## src/hdl/compacting_key_table_assert.svh

```systemverilog
// assertion macros for the compacting key table
// no dependencies; included by the top level
`ifndef COMPACTING_KEY_TABLE_ASSERT_SVH
`define COMPACTING_KEY_TABLE_ASSERT_SVH

// same-cycle implication, checked outside reset
`define CKT_ASSERT_IMPLY(label, clk, rst, cond, expr, msg) \
  label: assert property (@(posedge clk) disable iff (rst) (cond) |-> (expr)) \
    else $error(msg);

// next-cycle implication, checked outside reset
`define CKT_ASSERT_NEXT(label, clk, rst, cond, expr, msg) \
  label: assert property (@(posedge clk) disable iff (rst) (cond) |=> (expr)) \
    else $error(msg);

`endif

```

## src/hdl/ckt_pkg.sv

```systemverilog
// shared types and codes for the compacting key table
// no dependencies
package ckt_pkg;

  localparam logic [1:0] OP_ADD    = 2'd0;
  localparam logic [1:0] OP_REMOVE = 2'd1;
  localparam logic [1:0] OP_LOOKUP = 2'd2;

  localparam logic [1:0] STAT_DONE   = 2'd0;
  localparam logic [1:0] STAT_FULL   = 2'd1;
  localparam logic [1:0] STAT_ABSENT = 2'd2;

  localparam logic [7:0] PAD_CHAR = 8'h30;

  typedef enum logic [1:0] {
    ST_IDLE,
    ST_WALK,
    ST_SHIFT,
    ST_DONE
  } state_t;

  // search probe travelling down the chain
  typedef struct packed {
    logic valid;
    logic found;
  } probe_t;

  // broadcast control to every cell
  typedef struct packed {
    logic start;
    logic shift;
  } cell_ctrl_t;

endpackage

```

## src/hdl/ckt_if.sv

```systemverilog
// request and response channels of the compacting key table
// no dependencies
interface ckt_req_if;
  logic        valid;
  logic        ready;
  logic [1:0]  operation;
  logic [63:0] key_chars;
  logic [3:0]  key_length;

  modport source (output valid, operation, key_chars, key_length, input ready);
  modport sink   (input valid, operation, key_chars, key_length, output ready);
endinterface

interface ckt_rsp_if;
  logic       valid;
  logic       ready;
  logic       found;
  logic [1:0] status;
  logic [4:0] entry_count;

  modport source (output valid, found, status, entry_count, input ready);
  modport sink   (input valid, found, status, entry_count, output ready);
endinterface

```

## src/hdl/compacting_key_table.sv

```systemverilog
// Compacting key table: a packed list of up to TABLE_ENTRIES keys of KEY_CHARS
// bytes each, held in a chain of cells. Add and the unused operation write or
// answer at once and pass through the done state to the output register. Lookup
// sends the key down the chain one cell per cycle; a remove that hits then passes
// through a shift state in which every cell at or after the match takes its
// neighbour's key. One request is in flight at a time; a new request is taken
// while the previous result still waits at the output.
// No clearing pass is needed after reset.
module compacting_key_table #(
  parameter int KEY_CHARS     = 8,
  parameter int TABLE_ENTRIES = 16
) (
  input logic       clk,
  input logic       rst,
  ckt_req_if.sink   req,
  ckt_rsp_if.source rsp
);
  import ckt_pkg::*;

  localparam int KEY_W = 8 * KEY_CHARS;
  localparam int CNT_W = $clog2(TABLE_ENTRIES + 1);

  state_t             state;
  state_t             state_next;
  logic [CNT_W-1:0]   count;
  logic [1:0]         op_reg;
  logic               found_reg;
  logic [1:0]         status_reg;
  probe_t             inj;
  logic [KEY_W-1:0]   inj_key;
  logic [KEY_W-1:0]   norm_key;
  logic               accept;
  logic               full;
  logic               walk_end;
  logic               out_load;
  cell_ctrl_t         ctrl;
  logic               out_valid;
  logic               out_found;
  logic [1:0]         out_status;
  logic [CNT_W-1:0]   out_count;

  probe_t             probe_w  [0:TABLE_ENTRIES];
  logic [KEY_W-1:0]   key_w    [0:TABLE_ENTRIES];
  logic [KEY_W-1:0]   stored_w [0:TABLE_ENTRIES-1];

  assign accept = req.valid && req.ready;
  assign full   = (count == CNT_W'(TABLE_ENTRIES));

  // pad missing leading characters with ascii zero
  genvar b;
  generate
    for (b = 0; b < KEY_CHARS; b++) begin : g_norm
      assign norm_key[8*b +: 8] = (4'(b) < req.key_length) ? req.key_chars[8*b +: 8]
                                                           : PAD_CHAR;
    end
  endgenerate

  assign probe_w[0] = inj;
  assign key_w[0]   = inj_key;
  assign walk_end   = probe_w[TABLE_ENTRIES].valid;

  genvar i;
  generate
    for (i = 0; i < TABLE_ENTRIES; i++) begin : g_cell
      logic [KEY_W-1:0] nbr;
      if (i < TABLE_ENTRIES - 1) begin : g_mid
        assign nbr = stored_w[i+1];
      end else begin : g_last
        assign nbr = stored_w[i];
      end
      ckt_cell #(.KEY_W(KEY_W)) u_cell (
        .clk       (clk),
        .rst       (rst),
        .ctrl      (ctrl),
        .in_range  (CNT_W'(i) < count),
        .load      (accept && (req.operation == OP_ADD) && !full && (count == CNT_W'(i))),
        .load_key  (norm_key),
        .next_key  (nbr),
        .probe_in  (probe_w[i]),
        .key_in    (key_w[i]),
        .probe_out (probe_w[i+1]),
        .key_out   (key_w[i+1]),
        .stored    (stored_w[i])
      );
    end
  endgenerate

  always_comb begin
    state_next = state;
    ctrl       = '0;
    out_load   = 1'b0;
    case (state)
      ST_IDLE: begin
        if (accept) begin
          if ((req.operation == OP_REMOVE) || (req.operation == OP_LOOKUP)) begin
            ctrl.start = 1'b1;
            state_next = ST_WALK;
          end else begin
            state_next = ST_DONE;
          end
        end
      end
      ST_WALK: begin
        if (walk_end) begin
          if ((op_reg == OP_REMOVE) && probe_w[TABLE_ENTRIES].found) begin
            state_next = ST_SHIFT;
          end else begin
            state_next = ST_DONE;
          end
        end
      end
      ST_SHIFT: begin
        ctrl.shift = 1'b1;
        state_next = ST_DONE;
      end
      ST_DONE: begin
        if (!out_valid || rsp.ready) begin
          out_load   = 1'b1;
          state_next = ST_IDLE;
        end
      end
      default: state_next = ST_IDLE;
    endcase
  end

  always_ff @(posedge clk) begin
    if (rst) begin
      state     <= ST_IDLE;
      count     <= '0;
      inj       <= '0;
      out_valid <= 1'b0;
    end else begin
      state     <= state_next;
      inj.valid <= ctrl.start;
      inj.found <= 1'b0;
      if (accept && (req.operation == OP_ADD) && !full) begin
        count <= count + CNT_W'(1);
      end else if (ctrl.shift) begin
        count <= count - CNT_W'(1);
      end
      if (out_load) begin
        out_valid <= 1'b1;
      end else if (rsp.ready) begin
        out_valid <= 1'b0;
      end
    end
  end

  always_ff @(posedge clk) begin
    if (accept) begin
      op_reg     <= req.operation;
      inj_key    <= norm_key;
      found_reg  <= 1'b0;
      status_reg <= ((req.operation == OP_ADD) && full) ? STAT_FULL : STAT_DONE;
    end else if ((state == ST_WALK) && walk_end) begin
      found_reg  <= probe_w[TABLE_ENTRIES].found;
      status_reg <= probe_w[TABLE_ENTRIES].found ? STAT_DONE : STAT_ABSENT;
    end
    if (out_load) begin
      out_found  <= found_reg;
      out_status <= status_reg;
      out_count  <= count;
    end
  end

  assign req.ready       = (state == ST_IDLE);
  assign rsp.valid       = out_valid;
  assign rsp.found       = out_found;
  assign rsp.status      = out_status;
  assign rsp.entry_count = 5'(out_count);

`include "compacting_key_table_assert.svh"

  `CKT_ASSERT_IMPLY(a_count_bound, clk, rst, 1'b1, count <= CNT_W'(TABLE_ENTRIES), "count above table size")
  `CKT_ASSERT_IMPLY(a_shift_cause, clk, rst, state == ST_SHIFT, (op_reg == OP_REMOVE) && found_reg, "shift without a matching remove")
  `CKT_ASSERT_NEXT(a_shift_count, clk, rst, state == ST_SHIFT, count == $past(count) - CNT_W'(1), "remove did not drop the count")
  `CKT_ASSERT_NEXT(a_add_count, clk, rst, accept && (req.operation == OP_ADD) && !full, count == $past(count) + CNT_W'(1), "add did not raise the count")

endmodule

```

## src/hdl/ckt_cell.sv

```systemverilog
// one table slot: holds a key, compares the passing probe, shifts down on removal
// depends on ckt_pkg
module ckt_cell #(
  parameter int KEY_W = 64
) (
  input  logic               clk,
  input  logic               rst,
  input  ckt_pkg::cell_ctrl_t ctrl,
  input  logic               in_range,
  input  logic               load,
  input  logic [KEY_W-1:0]   load_key,
  input  logic [KEY_W-1:0]   next_key,
  input  ckt_pkg::probe_t    probe_in,
  input  logic [KEY_W-1:0]   key_in,
  output ckt_pkg::probe_t    probe_out,
  output logic [KEY_W-1:0]   key_out,
  output logic [KEY_W-1:0]   stored
);
  import ckt_pkg::*;

  logic mark;
  logic hit;

  // only the first match in the chain claims the hit
  assign hit = probe_in.valid && !probe_in.found && in_range && (stored == key_in);

  always_ff @(posedge clk) begin
    if (rst) begin
      probe_out <= '0;
      mark      <= 1'b0;
    end else begin
      probe_out.valid <= probe_in.valid;
      probe_out.found <= probe_in.valid && (probe_in.found || hit);
      if (ctrl.start) begin
        mark <= 1'b0;
      end else if (probe_in.valid && (probe_in.found || hit)) begin
        mark <= 1'b1;
      end
    end
  end

  always_ff @(posedge clk) begin
    key_out <= key_in;
    if (load) begin
      stored <= load_key;
    end else if (ctrl.shift && mark) begin
      stored <= next_key;
    end
  end

endmodule
```

## src/flat_wrapper.sv

```systemverilog
// flat-port wrapper written by rule: the top's interface ports become plain ports
module compacting_key_table_flat import ckt_pkg::*;
#(
  parameter int KEY_CHARS     = 8,
  parameter int TABLE_ENTRIES = 16
)
  (clk, rst, req_valid, req_operation, req_key_chars, req_key_length, req_ready, rsp_valid, rsp_found, rsp_status, rsp_entry_count, rsp_ready);
  ckt_req_if req_i ();
  ckt_rsp_if rsp_i ();
  input logic clk;
  input logic rst;
  input wire logic [$bits(req_i.valid)-1:0] req_valid;
  input wire logic [$bits(req_i.operation)-1:0] req_operation;
  input wire logic [$bits(req_i.key_chars)-1:0] req_key_chars;
  input wire logic [$bits(req_i.key_length)-1:0] req_key_length;
  output wire logic [$bits(req_i.ready)-1:0] req_ready;
  output wire logic [$bits(rsp_i.valid)-1:0] rsp_valid;
  output wire logic [$bits(rsp_i.found)-1:0] rsp_found;
  output wire logic [$bits(rsp_i.status)-1:0] rsp_status;
  output wire logic [$bits(rsp_i.entry_count)-1:0] rsp_entry_count;
  input wire logic [$bits(rsp_i.ready)-1:0] rsp_ready;
  assign req_i.valid = req_valid;
  assign req_i.operation = req_operation;
  assign req_i.key_chars = req_key_chars;
  assign req_i.key_length = req_key_length;
  assign req_ready = req_i.ready;
  assign rsp_valid = rsp_i.valid;
  assign rsp_found = rsp_i.found;
  assign rsp_status = rsp_i.status;
  assign rsp_entry_count = rsp_i.entry_count;
  assign rsp_i.ready = rsp_ready;
  compacting_key_table #(.KEY_CHARS(KEY_CHARS), .TABLE_ENTRIES(TABLE_ENTRIES)) u_core (.clk(clk), .rst(rst), .req(req_i), .rsp(rsp_i));
endmodule
```

## config.mk

```make
export PLATFORM = sky130hd
export DESIGN_NAME = compacting_key_table_flat
export DESIGN_NICKNAME = d
export VERILOG_FILES = /design/src/hdl/ckt_pkg.sv /design/src/hdl/ckt_if.sv /design/src/hdl/compacting_key_table.sv /design/src/hdl/ckt_cell.sv /design/src/flat_wrapper.sv
export VERILOG_INCLUDE_DIRS = /design/src /design/src/hdl
export SDC_FILE = /design/constraint.sdc
export NUM_CORES = 2
export LEC_CHECK = 0
export BUFFER_PORTS_ARGS = -buffer_cell sky130_fd_sc_hd__buf_2
export CAP_MARGIN = 10
export CORE_ASPECT_RATIO = 0.6
export CORE_MARGIN = 4
export CORE_UTILIZATION = 45
export CTS_BUF_LIST = sky130_fd_sc_hd__clkbuf_4 sky130_fd_sc_hd__clkbuf_8 sky130_fd_sc_hd__clkbuf_16
export CTS_CLUSTER_DIAMETER = 50
export DETAILED_ROUTE_END_ITERATION = 8
export PLACE_DENSITY = 0.6
export SKIP_LAST_GASP = 1
export SLEW_MARGIN = 20
export SYNTH_ARGS = -nofsm -noshare
export SYNTH_HDL_FRONTEND = slang
export SYNTH_HIERARCHICAL = 1
export SYNTH_SLANG_ARGS = --single-unit
```

## constraint.sdc

```tcl
create_clock -name clk -period 3.8 [get_ports clk]
set_clock_uncertainty 0.2 [all_clocks]
set_input_delay 0.76 -clock clk [delete_from_list [all_inputs] [get_ports clk]]
set_output_delay 0.76 -clock clk [all_outputs]
set_load 0.05 [all_outputs]
```

# ---- Word level (Yosys, flattened, before mapping)
# Index checks and enable logic that the tools add are counted.
dict set report word_totals {
  word_cells 374
  input_bits 74
  out_inout_bits 10
  register_bits 2117
}
dict set report classes {
  eq_ne 41
  magnitude_cmp 24
  reduce_logical 160
  mux 58
  add_sub_neg 2
}
# op n
set op_table {}
lappend op_table {{64-bit two-way mux} 30}
lappend op_table {{64-bit == test} 16}
lappend op_table {{1-bit logical AND} 101}
lappend op_table {{8-bit two-way mux} 8}
lappend op_table {{5-bit by 4-bit == test with 1-bit output, second input constant} 8}
lappend op_table {{4-bit by 5-bit less-than comparator with 1-bit output, first input constant} 8}
lappend op_table {{2-bit nonzero test} 18}
lappend op_table {{5-bit by 3-bit == test with 1-bit output, second input constant} 4}
lappend op_table {{3-bit by 5-bit less-than comparator with 1-bit output, first input constant} 4}
lappend op_table {{1-bit logical NOT} 17}
lappend op_table {{1-bit logical OR} 17}
lappend op_table {{3-bit by 4-bit less-than comparator with 1-bit output, first input constant} 4}
lappend op_table {{2-bit two-way mux} 7}
lappend op_table {{5-bit by 2-bit == test with 1-bit output, second input constant} 2}
lappend op_table {{1-bit by 5-bit less-than comparator with 1-bit output, first input constant} 2}
lappend op_table {{2-bit by 5-bit less-than comparator with 1-bit output, first input constant} 2}
lappend op_table {{1-bit two-way mux} 10}
lappend op_table {{5-bit two-way mux} 2}
lappend op_table {{1-bit by 4-bit less-than comparator with 1-bit output, first input constant} 2}
lappend op_table {{2-bit by 4-bit less-than comparator with 1-bit output, first input constant} 2}
lappend op_table {{2-bit case mux with 4 select lines} 1}
lappend op_table {{2-bit by 1-bit == test with 1-bit output, second input constant} 3}
lappend op_table {{2-bit == test, second input constant} 3}
lappend op_table {{5-bit by 1-bit adder with 5-bit output, second input constant} 1}
lappend op_table {{other kinds (11)} 13}

# ---- Depth between registers and ports, before layout
dict set report depth {
  depth_word 6
  depth_mapped 9
  ltp_nobuf 7
}

# ---- By module
# The synthesis kept the hierarchy.
# mod n_inst seq_area_each_um2 area_per_inst_um2 cells_each
set by_module_without_submodules {}
lappend by_module_without_submodules {ckt_cell 16 3263.1 4765.8 296}
lappend by_module_without_submodules {compacting_key_table 1 2482.4 3778.6 290}

# ---- Worst setup path before layout
# OpenSTA, ideal clock, no wires.
dict set report synth_path {
  kind {reg-to-reg}
  from {reg u_core.state[0]}
  to {reg u_core.g_cell[5].u_cell.stored[0], enable pin}
  setup_slack_ns -0.447
  setup_time_ns 0.420
  arrival_time_ns 3.626
  period_less_slack_ns 4.247
  path_buffers 3
  required_ns 3.180
  path_stages_with_launch 10
  cell_sequence {dfxtp_1 -> inv_1 -> ha_1 -> and3_2 -> buf_6 -> nand2b_1 -> nor4b_1 -> buf_2 -> buf_2 -> a21o_1}
}
dict set report synth_between {
  elab_chain_cells 6
  elab_cells_between_ends 9
  cone_classes {eq/ne (1); mux (1); reduce/logical (7)}
}
# element line
set synth_lines {}
lappend synth_lines {{from (decl)} compacting_key_table.sv:23} ;# state_t state;
lappend synth_lines {{from (signal assigned)} compacting_key_table.sv:133} ;# state <= state_next;
lappend synth_lines {{2-bit logical NOT} compacting_key_table.sv:166} ;# assign req.ready = (state == ST_IDLE);
lappend synth_lines {{net req_ready} flat_wrapper.sv:16} ;# output wire logic [$bits(req_i.ready)-1:0] req_ready;
lappend synth_lines {{1-bit logical AND} compacting_key_table.sv:46} ;# assign accept = req.valid && req.ready;
lappend synth_lines {{1-bit logical AND (3 in a row)} compacting_key_table.sv:76} ;# .load (accept && (req.operation == OP_ADD) && !full && (count == CNT_W'(i))),
lappend synth_lines {{2-bit nonzero test (no line)} n/a}
lappend synth_lines {{to (signal assigned)} ckt_cell.sv:45} ;# stored <= load_key;
lappend synth_lines {{to (signal assigned)} ckt_cell.sv:47} ;# stored <= next_key;
lappend synth_lines {{to (decl)} ckt_cell.sv:17} ;# output logic [KEY_W-1:0] stored
# The timed path passes the listed nets, and every way through them passes these cells.
# A chain may end at the register's enable or synchronous reset.

# ---- Worst setup path in the final report
dict set report layout_path {
  from {reg u_core.count[1]}
  to {reg u_core.g_cell[1].u_cell.mark}
}
dict set report layout_between {
  elab_chain_cells 5
}
# element line
set layout_lines {}
lappend layout_lines {{from (decl)} compacting_key_table.sv:25} ;# logic [CNT_W-1:0] count;
lappend layout_lines {{from (signal assigned)} compacting_key_table.sv:137} ;# count <= count + CNT_W'(1);
lappend layout_lines {{from (signal assigned)} compacting_key_table.sv:139} ;# count <= count - CNT_W'(1);
lappend layout_lines {{1-bit by 5-bit less-than comparator with 1-bit output} compacting_key_table.sv:75} ;# .in_range (CNT_W'(i) < count),
lappend layout_lines {{1-bit logical AND (2 in a row)} ckt_cell.sv:25} ;# assign hit = probe_in.valid && !probe_in.found && in_range && (stored == key_in);
lappend layout_lines {{1-bit logical OR} ckt_cell.sv:36} ;# end else if (probe_in.valid && (probe_in.found || hit)) begin
lappend layout_lines {{1-bit logical AND} ckt_cell.sv:36}
lappend layout_lines {{to (signal assigned)} ckt_cell.sv:30} ;# mark <= 1'b0;
lappend layout_lines {{to (signal assigned)} ckt_cell.sv:35} ;# mark <= 1'b0;
lappend layout_lines {{to (signal assigned)} ckt_cell.sv:37} ;# mark <= 1'b1;
lappend layout_lines {{to (decl)} ckt_cell.sv:21} ;# logic mark;
# Every way passes these cells.

==> summary.txt <==
STA
  – Final setup violating endpoints: 0
  – Final Hold Vio Count: 0
  – Maximum clock frequency: 0.271 GHz
  – RSZ-0062 raised after global routing: no
  – Slew margin rel.: 35.3%
  – Slew @ Worst Pin: 946 ps
  – Fin crit share: 97.0%
  – Minimum clock period: 3690 ps
  – Final count of pins violating max slew: 0
  – Total negative slack: 0 ps

Final layout
  – Max reg flops: 1,024
  – Fraction of layout cells with a size suffix above 1: 31.2%
  – Synthesis-to-finish area growth: 14.7%
  – Nets@finish: 5,388
  – Post-route cell area: 90,300 µm²
  – Most frequent cells in the layout: edfxtp_1 (1,100), mux2_2 (1,026), dfxtp_1 (1,018)
  – Largest Register: u_core/g_cell.u_cell/stored
  – Commonest non-fill, non-tap cell in the layout: edfxtp_1
  – Fillers: 14,185
  – Largest registers ranked by flip-flop count: u_core/g_cell.u_cell/stored (1024), u_core/g_cell.u_cell/key_out (960), u_core/inj_key (64)

Clock tree
  – Post-CTS Setup Repair Bufs: 0
  – Root buffer cell: clkbuf_16
  – Skew-Pair Late Insertion Delay: 830 ps
  – Clock buffer count from CTS: 191
  – CTS tree: done
  – TritonCTS Sinks: 2,118
  – CTS Buffer Depth: 4
  – H-tree depth: 4
  – Worst-path clk slew: 70 ps

Hold path
  – HP Class: in2reg

Power
  – Tot Pwr: 52.7 mW
  – PwrDens: 583 nW/µm²
  – Pleak: 30.6 nW
  – Worst VDD drop: 0.389 mV

Global routing
  – First-pass GRT wire length: 298,000 µm
  – Congestion Overflow GR: 0
  – Total GRT Usage: 22.2%
  – Initial antenna violation count: 9
  – Largest net degree at the start of global routing: 66
  – Vias in the first global route: 39,861

Floorplanning
  – Full die area: 182,000 µm²
  – DIE HEIGHT: 332 µm
  – I/O pin count: 84
  – Core box area: 173,000 µm²
  – Die width: 548 µm
  – Rows: 118
  – Initial Util: 45.5%

Detailed routing
  – Total number of vias: 42,422
  – Vias/cell: 5.44
  – Drt pass-1 iters: 5
  – Wirelength, routed: 208,000 µm
  – Antenna-violating nets left: 0
  – # DRC: 0
  – Avg WL per Cell: 26.7 µm
  – DRT iter0 DRCs: 4,692

Critical path
  – Critical Path Slowest Stage Cell: o21ai_0
  – Element type at the critical path start: flop
  – Worst path required time: 4320 ps
  – CP max stage delay: 660 ps
  – Setup Crit Path Kind: reg2reg
  – CP most frequent cell: o21ai_0
  – CP Max Fanout: 13
  – CP Cell Sequence: inv_1 > ha_1 > o21ai_0 > o21ai_0 > a2111oi_0 > buf_4 > nand4_1 > o41ai_2
  – CP arrival: 4200 ps
  – Crit. End Element: flop

Yosys
  – Synth warnings: 6
  – Syn avg cell area: 15.9 µm²
  – Mapped cell area: 78,800 µm²
  – Syn Inst Count: 4,962

Placement
  – # port buffers: 83
  – Area after DPL: 83,900 µm²
  – Post-DP HPWL: 147,000 µm
  – Final RePlAce weighted congestion: 0.848

Job
  – Max Cap Viol: 0

Run status
  – Status: finished, final reports clean
[worst paths after layout]
| check | start | to | slack (ps) | depth (start not counted) |
|---|---|---|---|---|
| hold / removal | rsp_ready | u_core/rsp.valid | 70 | 4 |
| setup / recovery | u_core/count[1] | u_core/g_cell[1].u_cell/mark | 110 | 8 |
| setup reg to reg | u_core/count[1] | u_core/g_cell[1].u_cell/mark | 110 | 8 |
| hold reg to reg | u_core/g_cell[7].u_cell/key_out[16] | u_core/g_cell[8].u_cell/key_out[16] | 150 | 0 |
[where the power goes]
group | internal, mW | total [mW] | leakage (nW) | switching, mW
registers | 26.5 | 28.5 | 18.5 | 2.03
clock network | 11.2 | 19.6 | 3.21 | 8.44
logic | 2.04 | 4.56 | 8.95 | 2.53
total | 39.7 | 52.7 | 30.6 | 13.0
[metal layers]
metal	vias to the layer above	GRT usage, %	part of all wire (%)	wire length, µm
met5	-	0.445	0.061	127
met4	4	4.39	1.6	3400
met3	202	6.15	10	21100
met2	1954	23.2	32	66000
met1	21499	41.0	56	117000
li1	18763	-	-	-
[critical path: cells and delay by family, from the launching register on]
kind                     cells  cell delay, ps
AO/OA/AOI/OAI                4            1740
flip-flops                   1             630
buffers and inverters        2             520
adder cells (fa/ha/maj)      1             290
AND/OR/NAND/NOR              1             210
[stage by stage]
| step | cells | hold WS (ps) | util, % | setup WS, ps |
|---|---|---|---|---|
| floorplan | 4964 | 142 | - | 97.6 |
| global placement | 7448 | 151 | 48.5 | 220 |
| detailed placement | 7448 | 153 | 48.5 | 190 |
| CTS | 7796 | 17.4 | 52.1 | 265 |
| global route | 7797 | 75.8 | 52.1 | 51.0 |
| finish | 7798 | 71.6 | 52.1 | 113 |
[cell type report]
type / count / area [µm²] / area share (%)
repair buffers: 268 / 2600 / 2.88
flip-flops and latches: 2118 / 53400 / 59.1
clock buffers: 287 / 5770 / 6.38
diodes: 2 / 5.00 / 0.00554
inverters: 28 / 105 / 0.116
clock inverters: 59 / 592 / 0.655
well taps: 2340 / 2930 / 3.24
multi-input cells: 2696 / 24900 / 27.6
[repair_timing]
action | CTS | global route
hold buffers | 2 | 0
resized for setup | 0 | 0
endpoints found under the hold margin | 2 | 0
No activity file was read; power rests on OpenSTA's default activity.
